## config.mk

```make
export PLATFORM = sky130hd
export DESIGN_NAME = tcb_ctrl
export DESIGN_NICKNAME = d
export VERILOG_FILES = /design/src/rtl/tcb_pkg.sv /design/src/rtl/tcb_ctrl.sv
export SDC_FILE = /design/constraint.sdc
export NUM_CORES = 1
export LEC_CHECK = 0
export ABC_AREA = 1
export ABC_CLOCK_PERIOD_IN_PS = 1560
export BUFFER_PORTS_ARGS = -buffer_cell sky130_fd_sc_hd__buf_2
export CAP_MARGIN = 20
export CELL_PAD_IN_SITES_DETAIL_PLACEMENT = 1
export CELL_PAD_IN_SITES_GLOBAL_PLACEMENT = 2
export CORE_MARGIN = 2
export CORE_UTILIZATION = 24
export CTS_BUF_LIST = sky130_fd_sc_hd__clkbuf_4 sky130_fd_sc_hd__clkbuf_8
export DETAILED_ROUTE_END_ITERATION = 10
export PLACE_DENSITY_LB_ADDON = 0.1
export SLEW_MARGIN = 0
export SYNTH_ARGS = -nofsm -noshare
export SYNTH_HDL_FRONTEND = slang
export SYNTH_SLANG_ARGS = --single-unit
```

## constraint.sdc

```tcl
create_clock -name clk -period 1.56 [get_ports clk]
set_input_delay 0.156 -clock clk [delete_from_list [all_inputs] [get_ports clk]]
set_output_delay 0.156 -clock clk [all_outputs]
set_load 0.02 [all_outputs]
```

## src/rtl/tcb_pkg.sv

```systemverilog
package tcb_pkg;

	// Default console geometry limits
	localparam int MAX_COLS_DEF = 128;
	localparam int MAX_ROWS_DEF = 64;

	localparam logic [7:0] SPACE = 8'h20;

	// Operation codes
	localparam logic [2:0] OP_CLEAR = 3'd0;
	localparam logic [2:0] OP_SET   = 3'd1;
	localparam logic [2:0] OP_PUT   = 3'd2;
	localparam logic [2:0] OP_GET   = 3'd3;
	localparam logic [2:0] OP_PRINT = 3'd4;
	localparam logic [2:0] OP_SHIFT = 3'd5;

	// Shift direction bits
	localparam logic [3:0] DIR_UP    = 4'd1;
	localparam logic [3:0] DIR_RIGHT = 4'd2;
	localparam logic [3:0] DIR_DOWN  = 4'd4;
	localparam logic [3:0] DIR_LEFT  = 4'd8;

	// Register file
	localparam int         APB_ADDR_W    = 3;
	localparam int         APB_DATA_W    = 32;
	localparam logic       REG_COLUMNS   = 1'b0;
	localparam logic       REG_ROWS      = 1'b1;
	localparam logic [7:0] COLUMNS_RESET = 8'd80;
	localparam logic [6:0] ROWS_RESET    = 7'd25;

	// Store walk kinds
	localparam logic [1:0] K_INIT  = 2'd0;
	localparam logic [1:0] K_CLEAR = 2'd1;
	localparam logic [1:0] K_EDGE  = 2'd2;
	localparam logic [1:0] K_MOVE  = 2'd3;

	// Shift phases
	localparam logic [1:0] PH_UP    = 2'd0;
	localparam logic [1:0] PH_DOWN  = 2'd1;
	localparam logic [1:0] PH_LEFT  = 2'd2;
	localparam logic [1:0] PH_RIGHT = 2'd3;

	typedef struct packed {
		logic [2:0] operation;
		logic [7:0] col;
		logic [7:0] row;
		logic [7:0] char_in;
		logic [3:0] direction;
		logic       roll;
	} req_t;

	typedef struct packed {
		logic [7:0] read_char;
		logic [7:0] cursor_col;
		logic [7:0] cursor_row;
	} rsp_t;

	// Controller to datapath commands
	typedef struct packed {
		logic       capture;
		logic       cur_set;
		logic       cur_clear;
		logic       cur_advance;
		logic       mul_en;
		logic       mul_area;
		logic       cell_access;
		logic       walk_load;
		logic       walk_step;
		logic [1:0] kind;
		logic [1:0] phase;
	} ctl_t;

	// Datapath to controller status
	typedef struct packed {
		logic [2:0] op;
		logic [3:0] dir;
		logic       roll;
		logic       walk_last;
	} sts_t;

	function automatic logic shift_code_ok(input logic [3:0] dir);
		return (dir == DIR_UP) || (dir == DIR_RIGHT) || (dir == (DIR_UP | DIR_RIGHT)) ||
			(dir == DIR_DOWN) || (dir == (DIR_DOWN | DIR_RIGHT)) || (dir == DIR_LEFT) ||
			(dir == (DIR_DOWN | DIR_LEFT)) || (dir == (DIR_UP | DIR_LEFT));
	endfunction

endpackage

```

## src/rtl/tcb_ctrl.sv

```systemverilog
module tcb_ctrl (
	input  logic          clk,
	input  logic          arst_n,
	input  logic          req_valid,
	input  logic          out_free,
	input  tcb_pkg::sts_t sts,
	output tcb_pkg::ctl_t ctl,
	output logic          idle,
	output logic          out_load
);
	import tcb_pkg::*;

	localparam logic [3:0] S_INIT   = 4'd0;
	localparam logic [3:0] S_IDLE   = 4'd1;
	localparam logic [3:0] S_DECODE = 4'd2;
	localparam logic [3:0] S_ACC    = 4'd3;
	localparam logic [3:0] S_AREA   = 4'd4;
	localparam logic [3:0] S_CLEAR  = 4'd5;
	localparam logic [3:0] S_EDGE   = 4'd6;
	localparam logic [3:0] S_MOVE   = 4'd7;
	localparam logic [3:0] S_FLUSH  = 4'd8;
	localparam logic [3:0] S_DONE   = 4'd9;

	logic [3:0] state_q, state_d;
	logic [1:0] phase_q, phase_d;
	logic       after_edge_q, after_edge_d;
	logic       has_vert, has_horiz, vert_q;
	logic [1:0] vphase, hphase;

	// Phase selection from the shift code
	assign has_vert  = sts.dir[0] | sts.dir[2];
	assign has_horiz = sts.dir[1] | sts.dir[3];
	assign vphase    = sts.dir[0] ? PH_UP : PH_DOWN;
	assign hphase    = sts.dir[3] ? PH_LEFT : PH_RIGHT;
	assign vert_q    = (phase_q == PH_UP) || (phase_q == PH_DOWN);

	// Next state and commands
	always_comb begin
		ctl          = '0;
		state_d      = state_q;
		phase_d      = phase_q;
		after_edge_d = after_edge_q;
		idle         = 1'b0;
		out_load     = 1'b0;
		unique case (state_q)
			S_INIT: begin
				ctl.kind      = K_INIT;
				ctl.walk_step = 1'b1;
				if (sts.walk_last) state_d = S_IDLE;
			end
			S_IDLE: begin
				idle = 1'b1;
				if (req_valid) begin
					ctl.capture = 1'b1;
					state_d     = S_DECODE;
				end
			end
			S_DECODE: begin
				unique case (sts.op)
					OP_CLEAR: begin
						ctl.kind      = K_CLEAR;
						ctl.walk_load = 1'b1;
						state_d       = S_CLEAR;
					end
					OP_SET: begin
						ctl.cur_set = 1'b1;
						state_d     = S_DONE;
					end
					OP_PUT, OP_GET, OP_PRINT: begin
						ctl.mul_en = 1'b1;
						state_d    = S_ACC;
					end
					OP_SHIFT: begin
						if (shift_code_ok(sts.dir)) begin
							ctl.mul_en   = 1'b1;
							ctl.mul_area = 1'b1;
							state_d      = S_AREA;
						end else begin
							state_d = S_DONE;
						end
					end
					default: state_d = S_DONE;
				endcase
			end
			S_ACC: begin
				ctl.cell_access = 1'b1;
				ctl.cur_advance = (sts.op == OP_PRINT);
				state_d         = S_DONE;
			end
			S_AREA: begin
				phase_d       = has_vert ? vphase : hphase;
				ctl.walk_load = 1'b1;
				ctl.kind      = sts.roll ? K_EDGE : K_MOVE;
				state_d       = sts.roll ? S_EDGE : S_MOVE;
				after_edge_d  = sts.roll;
			end
			S_CLEAR: begin
				ctl.kind      = K_CLEAR;
				ctl.walk_step = 1'b1;
				if (sts.walk_last) begin
					ctl.cur_clear = 1'b1;
					state_d       = S_DONE;
				end
			end
			S_EDGE: begin
				ctl.kind      = K_EDGE;
				ctl.walk_step = 1'b1;
				if (sts.walk_last) state_d = S_FLUSH;
			end
			S_MOVE: begin
				ctl.kind      = K_MOVE;
				ctl.walk_step = 1'b1;
				after_edge_d  = 1'b0;
				if (sts.walk_last) state_d = S_FLUSH;
			end
			S_FLUSH: begin
				// last write of the pass lands here
				if (after_edge_q) begin
					ctl.kind      = K_MOVE;
					ctl.walk_load = 1'b1;
					after_edge_d  = 1'b0;
					state_d       = S_MOVE;
				end else if (vert_q && has_horiz) begin
					phase_d       = hphase;
					ctl.walk_load = 1'b1;
					ctl.kind      = sts.roll ? K_EDGE : K_MOVE;
					state_d       = sts.roll ? S_EDGE : S_MOVE;
					after_edge_d  = sts.roll;
				end else begin
					state_d = S_DONE;
				end
			end
			S_DONE: begin
				if (out_free) begin
					out_load = 1'b1;
					state_d  = S_IDLE;
				end
			end
			default: state_d = S_IDLE;
		endcase
		ctl.phase = phase_d;
	end

	// State registers
	always_ff @(posedge clk or negedge arst_n) begin
		if (!arst_n) begin
			state_q      <= S_INIT;
			phase_q      <= PH_UP;
			after_edge_q <= 1'b0;
		end else begin
			state_q      <= state_d;
			phase_q      <= phase_d;
			after_edge_q <= after_edge_d;
		end
	end

endmodule

```

=== Word-level counts from Yosys, hierarchy flattened ===
Index checks and enable logic that the tools add are counted.

* Bits in latches: 0
* Memory bits (read-only): 0
* Flip-flop bits (word level): 7
* Word-level logic and storage cells: 95
* Memories: 0
* Memory bits (writable): 0
* Output and inout port bits: 15

* Reductions and logical operators: 17
* Div/mod/pow operators: 0
* Multiply operators: 0
* Eq/ne operators: 28
* $lt $le $gt $ge: 0
* Muxes and demuxes: 45
* Add/sub/neg operators: 0
* Shift-type cells: 0
* Bitwise gates (word level): 2

{| class="wikitable"
|+ Operator list
! cell !! count
|-
| $pmux 4 s9 || 1
|-
| $mux 4 || 8
|-
| $eq 4x3->1 const B || 6
|-
| $mux 1 || 23
|-
| $eq 4x4->1 const B || 5
|-
| $eq 4x2->1 const B || 4
|-
| $mux 2 || 7
|-
| $pmux 2 s6 || 1
|-
| $pmux 4 s3 || 1
|-
| $eq 4x1->1 const B || 2
|-
| $logic_or 1x1->1 || 8
|-
| $ne 2x2->1 const B || 4
|-
| $eq 3x2->1 const B || 2
|-
| $eq 3x3->1 const B || 2
|-
| $pmux 1 s3 || 2
|-
| $reduce_and 5->1 || 1
|-
| $logic_not 4->1 || 1
|-
| $pmux 2 s2 || 1
|-
| $reduce_or 4->1 || 1
|-
| $eq 3x1->1 const B || 1
|-
| $logic_not 3->1 || 1
|-
| $reduce_bool 3->1 || 1
|-
| $reduce_or 3->1 || 1
|-
| $eq 2x1->1 const B || 1
|-
| 6 further kinds || 7
|}

=== Depth between registers and ports, before layout ===
Gate-level depths: netlist of the first run.

* Word-level depth: 11
* Depth in mapped cells: 10
* Depth with buffers taken out: 10

=== Least setup slack after synthesis of the first run ===
OpenSTA, ideal clock, no wires.

* Path kind: flip-flop to output port
* Start: register state_q[2]
* End: output port ctl[8] (netlist bit)
* Cell stages (with the launch flop): 6
* Required time: 1.404 ns
* Data arrival time: 1.362 ns
* Buffers on the path: 0
* Setup slack: 0.042 ns
* Cell sequence: dfrtp_1 -> inv_2 -> nand2_1 -> nor3_4 -> inv_1 -> o21ai_0

{| class="wikitable"
|+ RTL lines
! item !! RTL line !! text
|-
| from (decl) || tcb_ctrl.sv:24 || <nowiki>logic [3:0] state_q, state_d;</nowiki>
|-
| from (signal assigned) || tcb_ctrl.sv:151 || <nowiki>state_q <= state_d;</nowiki>
|-
| to (decl) || tcb_ctrl.sv:7 || <nowiki>output tcb_pkg::ctl_t ctl,</nowiki>
|}

==> results.yml, run 1 <==
placed_design:
  gp_congestion: 0.849
  io_buffers: 27
  dpl.cell_count: 194
  preCtsSetupSlack_ns: 0.0627
  hpwl_um: 2110
power_and_ir_drop:
  powerDensity_nw_per_um2: 1680
  vdd_drop_max_v: 0.000576
  p_leak_nw: 0.758
global_route:
  grt_max_degree: 8
  grt_usage_pct: 17.9
  met2_usage_pct: 31.1
  grtUsageMet1_pct: 21.6
  antenna_found_initial: 0
  grt_first_pass_wirelength_um: 4690
  grt-ovfl-total: 0
  busiest_layer: "met2"
  met3_usage_pct: 4.55
  first_global_vias: 1000
clock_tree:
  clk_latency_ns: 0.26
  path_clk_slew_ns: 0.06
  cts-buffers-inserted: 3
  root_buffer: "clkbuf_4"
  clk_path_buf_depth: 2
  cts_sinks: 7
  cts_tree: "done"
  cts_max_level: 1
min_path:
  min-delay-start: "sts[0]"
  hold_path_end: "state_q[1]$_DFFE_PN0P_"
  min_path_cells: 4
  min_path_type: "input port to flop"
timing:
  slew_violations: 0
  fmax_ghz: 0.590
  fin_skew_ns: 0.00105
  post-route-min-period_ns: 1.69
  finalCritPeriodShare_pct: 109
  hold_viol_final: 0
  worst_slack_ns: -0.133
  maxSlewHeadroom_pct: 80.2
  worst_slew_pin_slew_ns: 0.296
  setup_viol: 9
  rsz0062_at_grt: "true"
routing:
  postRouteWirelength_um: 3140
  vias_per_cell: 4.62
  drtPass1Iterations: 4
  drt-initial-drc-count: 14
  via_count: 1007
  drc: 0
  drt.antenna.violating_nets: 0
  routedWlPerCell_um: 14.4
worst_setup_path:
  critPathKind: "flop to output port"
  crit_top_cell: "inv_2"
  cp-start-kind: "flop"
  r2r-start: "state_q[0]$_DFFE_PN0P_"
  cpPeakStageDelay_ns: 0.41
  crit_fanout: 5
  crit_slowest_cell: "dfrtp_1"
  reg2reg_to: "state_q[3]$_DFFE_PN0P_"
  end_kind: "output port"
  ff2ff_path_depth: 11
  crit_arrival_ns: 1.54
  reg2reg_slack_ns: 0.01
  cp.required_ns: 1.40
  path_cells: "inv_2 -> nand2_4 -> nor3_4 -> inv_2 -> o21ai_2 -> buf_6"
synth:
  synthTopCellsByArea: "dfrtp_1 (23%), nand2_1 (21%), inv_1 (11%)"
  yosysTopAreaCell: "dfrtp_1"
  postSynthCellCount: 132
  netlist.area_leader.share_pct: 23.4
  syn_area_um2: 748
  yosys_warnings: 0
  ys_seq_area_share_pct: 23.4
  syn_nets: 145
  syn_area_per_cell_um2: 5.67
  ys_ff_latch: 7
  synth_cell_types: 19
floorplanning:
  ios: 28
  num_rows: 20
  core_area_um2: 3000
  start_util_pct: 24.9
  die_w_um: 59.8
  fp.dieH_um: 59.8
  dieArea_um2: 3580
run_status:
  violations: "setup timing"
  outcome: "finished, violations left"
finish:
  final_nets: 199
  nFillCells: 407
  drive_gt1_share_pct: 51.9
  stdcell_count: 218
  area_growth_pct: 80.3
  num_antenna_cells: 0
run:
  maxCapViolations: 0
[cells in the mapped netlist]
cell,number
nand4_1,3
nand2_2,6
inv_1,21
inv_2,5
nand3_2,1
nor3_1,1
nand3_1,10
o211ai_1,3
nor2_4,1
a21oi_1,4
nor2_2,3
nor2_1,16
nand2_1,41
nor4_1,1
or2_2,1
o21ai_0,6
dfrtp_1,7
a21oi_2,1
nor3_4,1
[sequential cells by signal, indices dropped and copies added, names as in the netlist]
| name | cells |
|---|---|
| after_edge_q | 1 |
| phase_q | 2 |
| state_q | 4 |
[through the flow]
stage | TNS (ns) | utilization (%) | total power, mW | cell area [µm²] | hold slack (ns)
floorplan | 0 | - | 1.05 | 748 | -0.140
global placement | 0 | 31.3 | 1.38 | 940 | 0.00427
detailed placement | 0 | 31.3 | 1.38 | 940 | 0.00828
CTS | -0.801 | 38.4 | 1.88 | 1150 | 0.202
global route | -1.84 | 44.9 | 2.45 | 1350 | 0.260
finish | -0.838 | 44.9 | 2.27 | 1350 | 0.244
[final cells by class]
type	count	area (µm²)	area share [%]
clock buffers	4	30.0	2.23
repair buffers	49	393	29.1
inverters	26	108	7.98
multi-input cells	99	599	44.4
flip-flops and latches	7	178	13.2
well taps	33	41.3	3.06
[worst max-delay path: cells and delay by family (launching register included)]
family                 cells  cell delay (ns)
AOI/OAI and AO/OA          1             0.14
DFF                        1             0.41
buffers and inverters      3             0.36
and+or+nand+nor            2             0.36
[what timing repair did]
action                     CTS  global route
resized for setup           30            44
setup buffers               11             8
hold buffers                 1             0
hold endpoints to repair     7             0
setup endpoints to repair   11            14
pin swaps                    9            11
[cell usage in the layout (no fill, tap or decap), types with 3 or more instances in the layout]
| cell | n |
|---|---|
| inv_1 | 18 |
| nor2_1 | 8 |
| nor2_4 | 7 |
| buf_6 | 14 |
| nand4_1 | 3 |
| nand2_1 | 34 |
| buf_2 | 12 |
| nand3_1 | 9 |
| nand2_4 | 5 |
| inv_2 | 5 |
| a21oi_1 | 4 |
| clkbuf_4 | 4 |
| dfrtp_1 | 5 |
| o211ai_1 | 3 |
| nor2_2 | 5 |
| nand2_2 | 8 |
| buf_4 | 22 |
[power breakdown]
part           switching [mW]  internal [mW]  leakage, nW
combinational           0.967          0.749        0.656
sequential             0.0901          0.264       0.0835
clock                  0.0845          0.116       0.0184
[metal layers]
layer	vias to the layer above	routed length, µm	part of all wire (%)
met5	-	0	0
met4	0	46	1.5
met3	4	136	4.3
met2	24	1590	50
met1	464	1370	44
li1	515	-	-
[how the worst max path moves through the flow]
stage                                start  endpoint  depth (start not counted)
finish              state_q[2]$_DFFE_PN0P_    ctl[8]                          6
global route        state_q[2]$_DFFE_PN0P_    ctl[8]                          6
CTS                 state_q[2]$_DFFE_PN0P_    ctl[2]                          6
detailed placement  state_q[0]$_DFFE_PN0P_    ctl[2]                          6
global placement    state_q[0]$_DFFE_PN0P_    ctl[2]                          6
floorplan           state_q[2]$_DFFE_PN0P_    ctl[8]                          5
[logic make-up (layout without fill, tap and decap cells)]
family	Yosys count	in the layout	synth area share (%)
AOI/OAI and AO/OA	14	14	10.9
buffers and inverters	26	79	13.0
DFF	7	7	23.4
and+or+nand+nor	85	85	52.7
Power figures use the tool's default switching activity.
==> run 2, diff against run 1 <==
--- a/config.mk
+++ b/config.mk
@@ -5,14 +5,14 @@
 export SDC_FILE = /design/constraint.sdc
 export NUM_CORES = 1
 export LEC_CHECK = 0
-export ABC_AREA = 1
+export ABC_AREA = 0
 export ABC_CLOCK_PERIOD_IN_PS = 1560
 export BUFFER_PORTS_ARGS = -buffer_cell sky130_fd_sc_hd__buf_2
 export CAP_MARGIN = 20
 export CELL_PAD_IN_SITES_DETAIL_PLACEMENT = 1
 export CELL_PAD_IN_SITES_GLOBAL_PLACEMENT = 2
 export CORE_MARGIN = 2
-export CORE_UTILIZATION = 24
+export CORE_UTILIZATION = 26
 export CTS_BUF_LIST = sky130_fd_sc_hd__clkbuf_4 sky130_fd_sc_hd__clkbuf_8
 export DETAILED_ROUTE_END_ITERATION = 10
 export PLACE_DENSITY_LB_ADDON = 0.1
==> run 2 against run 1 <==
Net effect: the flow still finishes with violations (setup timing); clock-buffer cell count did not move; sequential power fell by 13%; worst setup slack got worse by 0.51 ns; largest cell class unchanged.
==> results.yml, run 2 <==
routing:
  dr_wl_met2_um: 1730
  routedWlPerCell_um: 17.0
  highest_layer: "met4"
  via_count: 1031
  drc: 0
  wl_met1_um: 1530
  drt-initial-drc-count: 14
  vias_per_cell: 5.18
  wl_met3_um: 65
  drt.antenna.violating_nets: 0
  drtPass1Iterations: 4
  postRouteWirelength_um: 3380
synth:
  ys_ff_latch: 7
  ys_seq_area_share_pct: 24.3
  yosys_warnings: 0
  netlist.area_leader.share_pct: 24.3
  syn_area_um2: 719
  synthAdderAreaFrac_pct: 0
  synthTopCellsByArea: "dfrtp_1 (24%), nor2_1 (5.7%), nor2b_1 (5.2%)"
  synth_top_family_by_area: "simple AND/OR/NAND/NOR gates"
  yosys.cell_count.top_type: "nor2_1"
  muxShareOfSynthArea_pct: 1.39
  synth_compound_area_share_pct: 27.7
  yosysTopAreaCell: "dfrtp_1"
  syn_nets: 110
  synth_edf_count: 0
  synthSimpleGateAreaFrac_pct: 38.3
  synth_common_cells: "nor2_1 (11), dfrtp_1 (7), nand2_1 (7)"
  synthArstFlopShare_pct: 100
  yosys_most_used_dff: "dfrtp_1"
  syn_area_per_cell_um2: 7.42
  postSynthCellCount: 97
  synth_xor_area_share_pct: 3.65
  synth_cell_types: 38
timing:
  rsz0062_at_grt: "true"
  worst_slew_pin_slew_ns: 0.422
  holdWs_ns: 0.195
  slew_violations: 0
  maxSlewHeadroom_pct: 71.2
  setup_tns_ns: -6.07
  fin_skew_ns: 0.000649
  finalCritPeriodShare_pct: 141
  fmax_ghz: 0.454
  worst_slack_ns: -0.642
  hold_viol_final: 0
  post-route-min-period_ns: 2.20
  setup_viol: 21
run:
  maxCapViolations: 0
power_and_ir_drop:
  powerDensity_nw_per_um2: 1870
  p_switching_mw: 1.31
  p_clk_share_pct: 6.4
  power_frac_seq_pct: 10.1
  internal_power_mw: 1.74
  power_mw: 3.05
  switching_share_pct: 43.0
  p_leak_nw: 0.719
  combinationalPowerShare_pct: 83.5
  vdd_drop_max_v: 0.00122
placed_design:
  dpl.cell_count: 168
  hpwl_um: 2020
  preCtsSetupSlack_ns: -0.373
  dpl_cell_area_um2: 1050
  gp_congestion: 0.770
  io_buffers: 27
finish:
  largest_register_ffs: 4
  drive_gt1_share_pct: 66.1
  area_growth_pct: 126
  stdcell_count: 199
  largest_register: "state_q"
  final_cell_mix: "buf_4 (30), buf_6 (25), buf_2 (12), nor2_1 (8), dfrtp_1 (7)"
  design_area_um2: 1630
  final_nets: 182
  final_util_pct: 60.6
  num_antenna_cells: 0
  layout_commonest_cell: "buf_4"
  largestRegisters: "state_q x4, phase_q x2, after_edge_q x1"
global_route:
  grt_max_degree: 12
  first_global_vias: 1109
  grt-ovfl-total: 0
  grt_usage_pct: 23.0
  antenna_found_initial: 0
  grt_first_pass_wirelength_um: 5520
floorplanning:
  fp.dieH_um: 56.6
  core_area_um2: 2690
  num_rows: 19
  die_w_um: 56.6
  ios: 28
  dieArea_um2: 3200
  start_util_pct: 26.8
run_status:
  violations: "setup timing"
  outcome: "finished, violations left"
worst_setup_path:
  critPathKind: "flop to output port"
  cp-start-kind: "flop"
  ff2ff_path_depth: 9
  reg2reg_slack_ns: -0.48
  crit_fanout: 2
  cp.required_ns: 1.40
  end_kind: "output port"
  r2r-start: "state_q[0]$_DFFE_PN0P_"
  reg2reg_to: "state_q[0]$_DFFE_PN0P_"
  crit_arrival_ns: 2.05
min_path:
  min_path_type: "input port to flop"
  hold_path_end: "phase_q[1]$_DFF_PN0_"
  min-delay-start: "sts[4]"
  min_path_cells: 2
clock_tree:
  root_buffer: "clkbuf_4"
  cts_tree: "done"
  cts_max_level: 1
  path_clk_slew_ns: 0.06
  clk_path_buf_depth: 2
  cts_sinks: 7
  cts-buffers-inserted: 3
  clk_latency_ns: 0.26
[run 2: changes by cell type in the layout (fill, tap and decap cells not counted), moves of 4 or more]
cell,previous run,this run
buf_4,22,30
buf_6,14,25
inv_1,18,4
inv_2,5,0
nand2_1,34,4
nand2_2,8,2
nand2_4,5,1
nand3_1,9,0
nor2_2,5,0
nor2_4,7,3
nor2b_1,0,4
[run 2: critical path, stage by stage (launching register included)]
cell      delay (ns)
dfrtp_1         0.39
or4b_4          0.55
or2_4           0.24
or3_4           0.37
o311ai_4        0.08
buf_6           0.16
[run 2: power groups by stage]
stage               combinational [mW]  sequential (mW)  clock [mW]
detailed placement                1.42            0.304           0
finish                            2.55            0.307       0.195
global route                      2.69            0.316       0.209
floorplan                        0.890            0.312           0
CTS                               2.26            0.303       0.204
global placement                  1.40            0.300           0
[run 2: kinds of logic after synthesis]
group	after synthesis
AND/OR/NAND/NOR	50
AO/OA/AOI/OAI	28
XOR/XNOR	3
flip-flops	7
multiplexers	1
buffers and inverters	8
[run 2: layout make-up]
type / instances / area [µm²]
fillers: 310 / 1060
multi-input cells: 82 / 748
repair buffers: 71 / 622
flip-flops and latches: 7 / 175
well taps: 31 / 38.8
clock buffers: 4 / 30.0
inverters: 4 / 15.0
[run 2: worst max path at each step]
stage / start / to / slack [ns]
after floorplan: state_q[0]$_DFFE_PN0P_ / ctl[11] / -0.23
after global placement: state_q[0]$_DFFE_PN0P_ / ctl[2] / -0.37
after detailed placement: state_q[0]$_DFFE_PN0P_ / ctl[2] / -0.37
after CTS: state_q[0]$_DFFE_PN0P_ / ctl[2] / -0.63
after global routing: state_q[0]$_DFFE_PN0P_ / ctl[2] / -0.69
final: state_q[0]$_DFFE_PN0P_ / ctl[2] / -0.64
[run 2: metal layers]
metal	vias up	GRT usage, %
met5	-	0
met4	0	9.52
met3	6	2.53
met2	18	40.2
met1	503	28.3
li1	504	-
[run 2: what timing repair did]
action	in CTS	in global routing
gates resized for setup	75	15
hold endpoints to repair	7	0
setup endpoints to repair	18	21
hold buffers	1	0
pin swaps	11	13
setup buffers	19	9
==> run 3, diff against run 2 <==
--- a/config.mk
+++ b/config.mk
@@ -5,17 +5,17 @@
 export SDC_FILE = /design/constraint.sdc
 export NUM_CORES = 1
 export LEC_CHECK = 0
-export ABC_AREA = 0
+export ABC_AREA = 1
 export ABC_CLOCK_PERIOD_IN_PS = 1560
 export BUFFER_PORTS_ARGS = -buffer_cell sky130_fd_sc_hd__buf_2
 export CAP_MARGIN = 20
 export CELL_PAD_IN_SITES_DETAIL_PLACEMENT = 1
 export CELL_PAD_IN_SITES_GLOBAL_PLACEMENT = 2
-export CORE_MARGIN = 2
-export CORE_UTILIZATION = 26
+export CORE_UTILIZATION = 24
 export CTS_BUF_LIST = sky130_fd_sc_hd__clkbuf_4 sky130_fd_sc_hd__clkbuf_8
 export DETAILED_ROUTE_END_ITERATION = 10
 export PLACE_DENSITY_LB_ADDON = 0.1
+export REMOVE_ABC_BUFFERS = 1
 export SLEW_MARGIN = 0
 export SYNTH_ARGS = -nofsm -noshare
 export SYNTH_HDL_FRONTEND = slang
==> run 3 against run 2 <==
Net effect: the flow still finishes with violations (setup timing); die area up 4.4%; non-clock buffer count down 20; largest cell class unchanged; first-iteration DRC count rose by 100%; combinational power fell by 37%; global-route usage fell by 4.5 points; wire length fell by 4.4%; fmax grew 27%; flip-flop and latch count unchanged; critical path type unchanged; design area is 19% lower; largest power group unchanged; sequential power increased by 19%.
==> results.yml, run 3 (synthesized netlist as in run 1, its figures left out) <==
run_status:
  outcome: "finished, violations left"
  violations: "setup timing"
finish:
  num_antenna_cells: 0
  largest_register: "state_q"
  layout_commonest_cell: "nand2_1"
  area_growth_pct: 76.4
  largest_register_ffs: 4
  stdcell_count: 218
  drive_gt1_share_pct: 51.9
  final_nets: 201
  largestRegisters: "state_q x4, phase_q x2, after_edge_q x1"
  final_cell_mix: "nand2_1 (34), buf_4 (22), inv_1 (17), buf_2 (16), buf_6 (11)"
  nFillCells: 388
routing:
  drt.antenna.violating_nets: 0
  via_count: 1054
  drtPass1Iterations: 6
  vias_per_cell: 4.83
  routedWlPerCell_um: 14.8
  drc: 0
  postRouteWirelength_um: 3230
  drt-initial-drc-count: 28
placed_design:
  dpl.cell_count: 192
  hpwl_um: 2100
  gp_congestion: 0.855
  preCtsSetupSlack_ns: 0.118
  io_buffers: 27
floorplanning:
  ios: 28
  core_area_um2: 2850
  die_w_um: 57.8
  num_rows: 19
  dieArea_um2: 3340
  fp.dieH_um: 57.8
  start_util_pct: 26.2
timing:
  worst_slew_pin_slew_ns: 0.261
  rsz0062_at_grt: "true"
  setup_viol: 12
  hold_viol_final: 0
  post-route-min-period_ns: 1.73
  worst_slack_ns: -0.169
  fmax_ghz: 0.578
  finalCritPeriodShare_pct: 111
  slew_violations: 0
  maxSlewHeadroom_pct: 82.6
  fin_skew_ns: 0.00235
global_route:
  grt-ovfl-total: 0
  antenna_found_initial: 0
  grt_max_degree: 8
  first_global_vias: 1033
  grt_first_pass_wirelength_um: 4650
  grt_usage_pct: 18.5
worst_setup_path:
  critPathKind: "flop to output port"
  end_kind: "output port"
  cp-start-kind: "flop"
  cp.required_ns: 1.40
  crit_arrival_ns: 1.57
  crit_fanout: 5
  reg2reg_slack_ns: 0.04
power_and_ir_drop:
  p_leak_nw: 0.747
  p_clk_share_pct: 9.4
  internal_power_mw: 1.08
  powerDensity_nw_per_um2: 1650
  power_mw: 2.17
  p_switching_mw: 1.10
  power_frac_seq_pct: 16.8
  vdd_drop_max_v: 0.000634
  switching_share_pct: 50.5
  combinationalPowerShare_pct: 73.8
run:
  maxCapViolations: 0
clock_tree:
  cts_sinks: 7
  cts_tree: "done"
  cts-buffers-inserted: 3
  clk_path_buf_depth: 2
  cts_max_level: 1
  clk_latency_ns: 0.27
  path_clk_slew_ns: 0.06
  root_buffer: "clkbuf_4"
min_path:
  min_path_type: "input port to asynchronous set/reset pin"
run 3: cell types whose count changed in the layout (fill, tap and decap cells not counted), sizes merged, moves of 6 or more:
cell,change
nand2,+40
inv,+22
buf,-20
nand3,+11
nor2,+9
nor2b,-6
run 3: power groups by stage:
stage / Sequential (mW) / Combinational, mW / Clock [mW]
floorplan: 0.334 / 0.718 / 0
global route: 0.378 / 1.74 / 0.213
global placement: 0.349 / 1.04 / 0
detailed placement: 0.351 / 1.03 / 0
finish: 0.366 / 1.60 / 0.204
CTS: 0.356 / 1.39 / 0.212
run 3: final cells by class:
cell class                 instances  area (µm²)  area share, %
multi-input combinational         99         571           43.2
clock buffer                       4        30.0           2.27
sequential                         7         179           13.6
tap                               31        38.8           2.94
timing repair buffer              51         399           30.2
inverter                          26         103           7.77
run 3: metal layers:
layer	GRT usage, %	up-vias	part of all wire (%)
met5	0	-	0
met2	33.2	25	52
met4	5.10	0	1.7
li1	-	525	-
met1	21.9	496	42
met3	4.46	8	3.8
run 3: final timing paths:
path                                             start  depth (start not counted)                endpoint
worst max-delay path            state_q[2]$_DFFE_PN0P_                          6                  ctl[2]
worst min-delay path                            arst_n                          2    phase_q[0]$_DFF_PN0_
worst max register to register  state_q[2]$_DFFE_PN0P_                          9  state_q[3]$_DFFE_PN0P_
worst min register to register    phase_q[0]$_DFF_PN0_                          2    phase_q[0]$_DFF_PN0_
max in group asynchronous                       arst_n                          2  state_q[0]$_DFFE_PN0P_
min in group clk                                sts[0]                          4  state_q[1]$_DFFE_PN0P_
run 3: timing repair:
| action | 4_1_cts | 5_1_grt |
|---|---|---|
| resized for setup | 33 | 27 |
| setup buffers | 11 | 11 |
| endpoints found under the hold margin | 7 | 0 |
| pin swaps | 8 | 5 |
| hold buffers | 1 | 0 |
| endpoints found under the setup margin | 11 | 14 |
| gates cloned | 0 | 0 |
run 3: critical path, stage by stage, from the launching register on:
cell and delay [ns]:
dfrtp_2 0.47, inv_4 0.11, nand2_4 0.07, nor3_4 0.28, nand2_2 0.10, nand4_1 0.13
buf_6 0.13
run 3: metrics by stage:
step,util [%],setup TNS (ns),hold slack (ns),area [µm²]
4_1_cts,40.8,-0.582,0.186,1160
5_1_grt,46.3,-1.96,0.269,1320
3_5_place_dp,32.9,0,0.0107,937
6_report,46.3,-1.02,0.251,1320
3_3_place_gp,32.9,0,0.00673,937
2_1_floorplan,-,0,-0.140,748
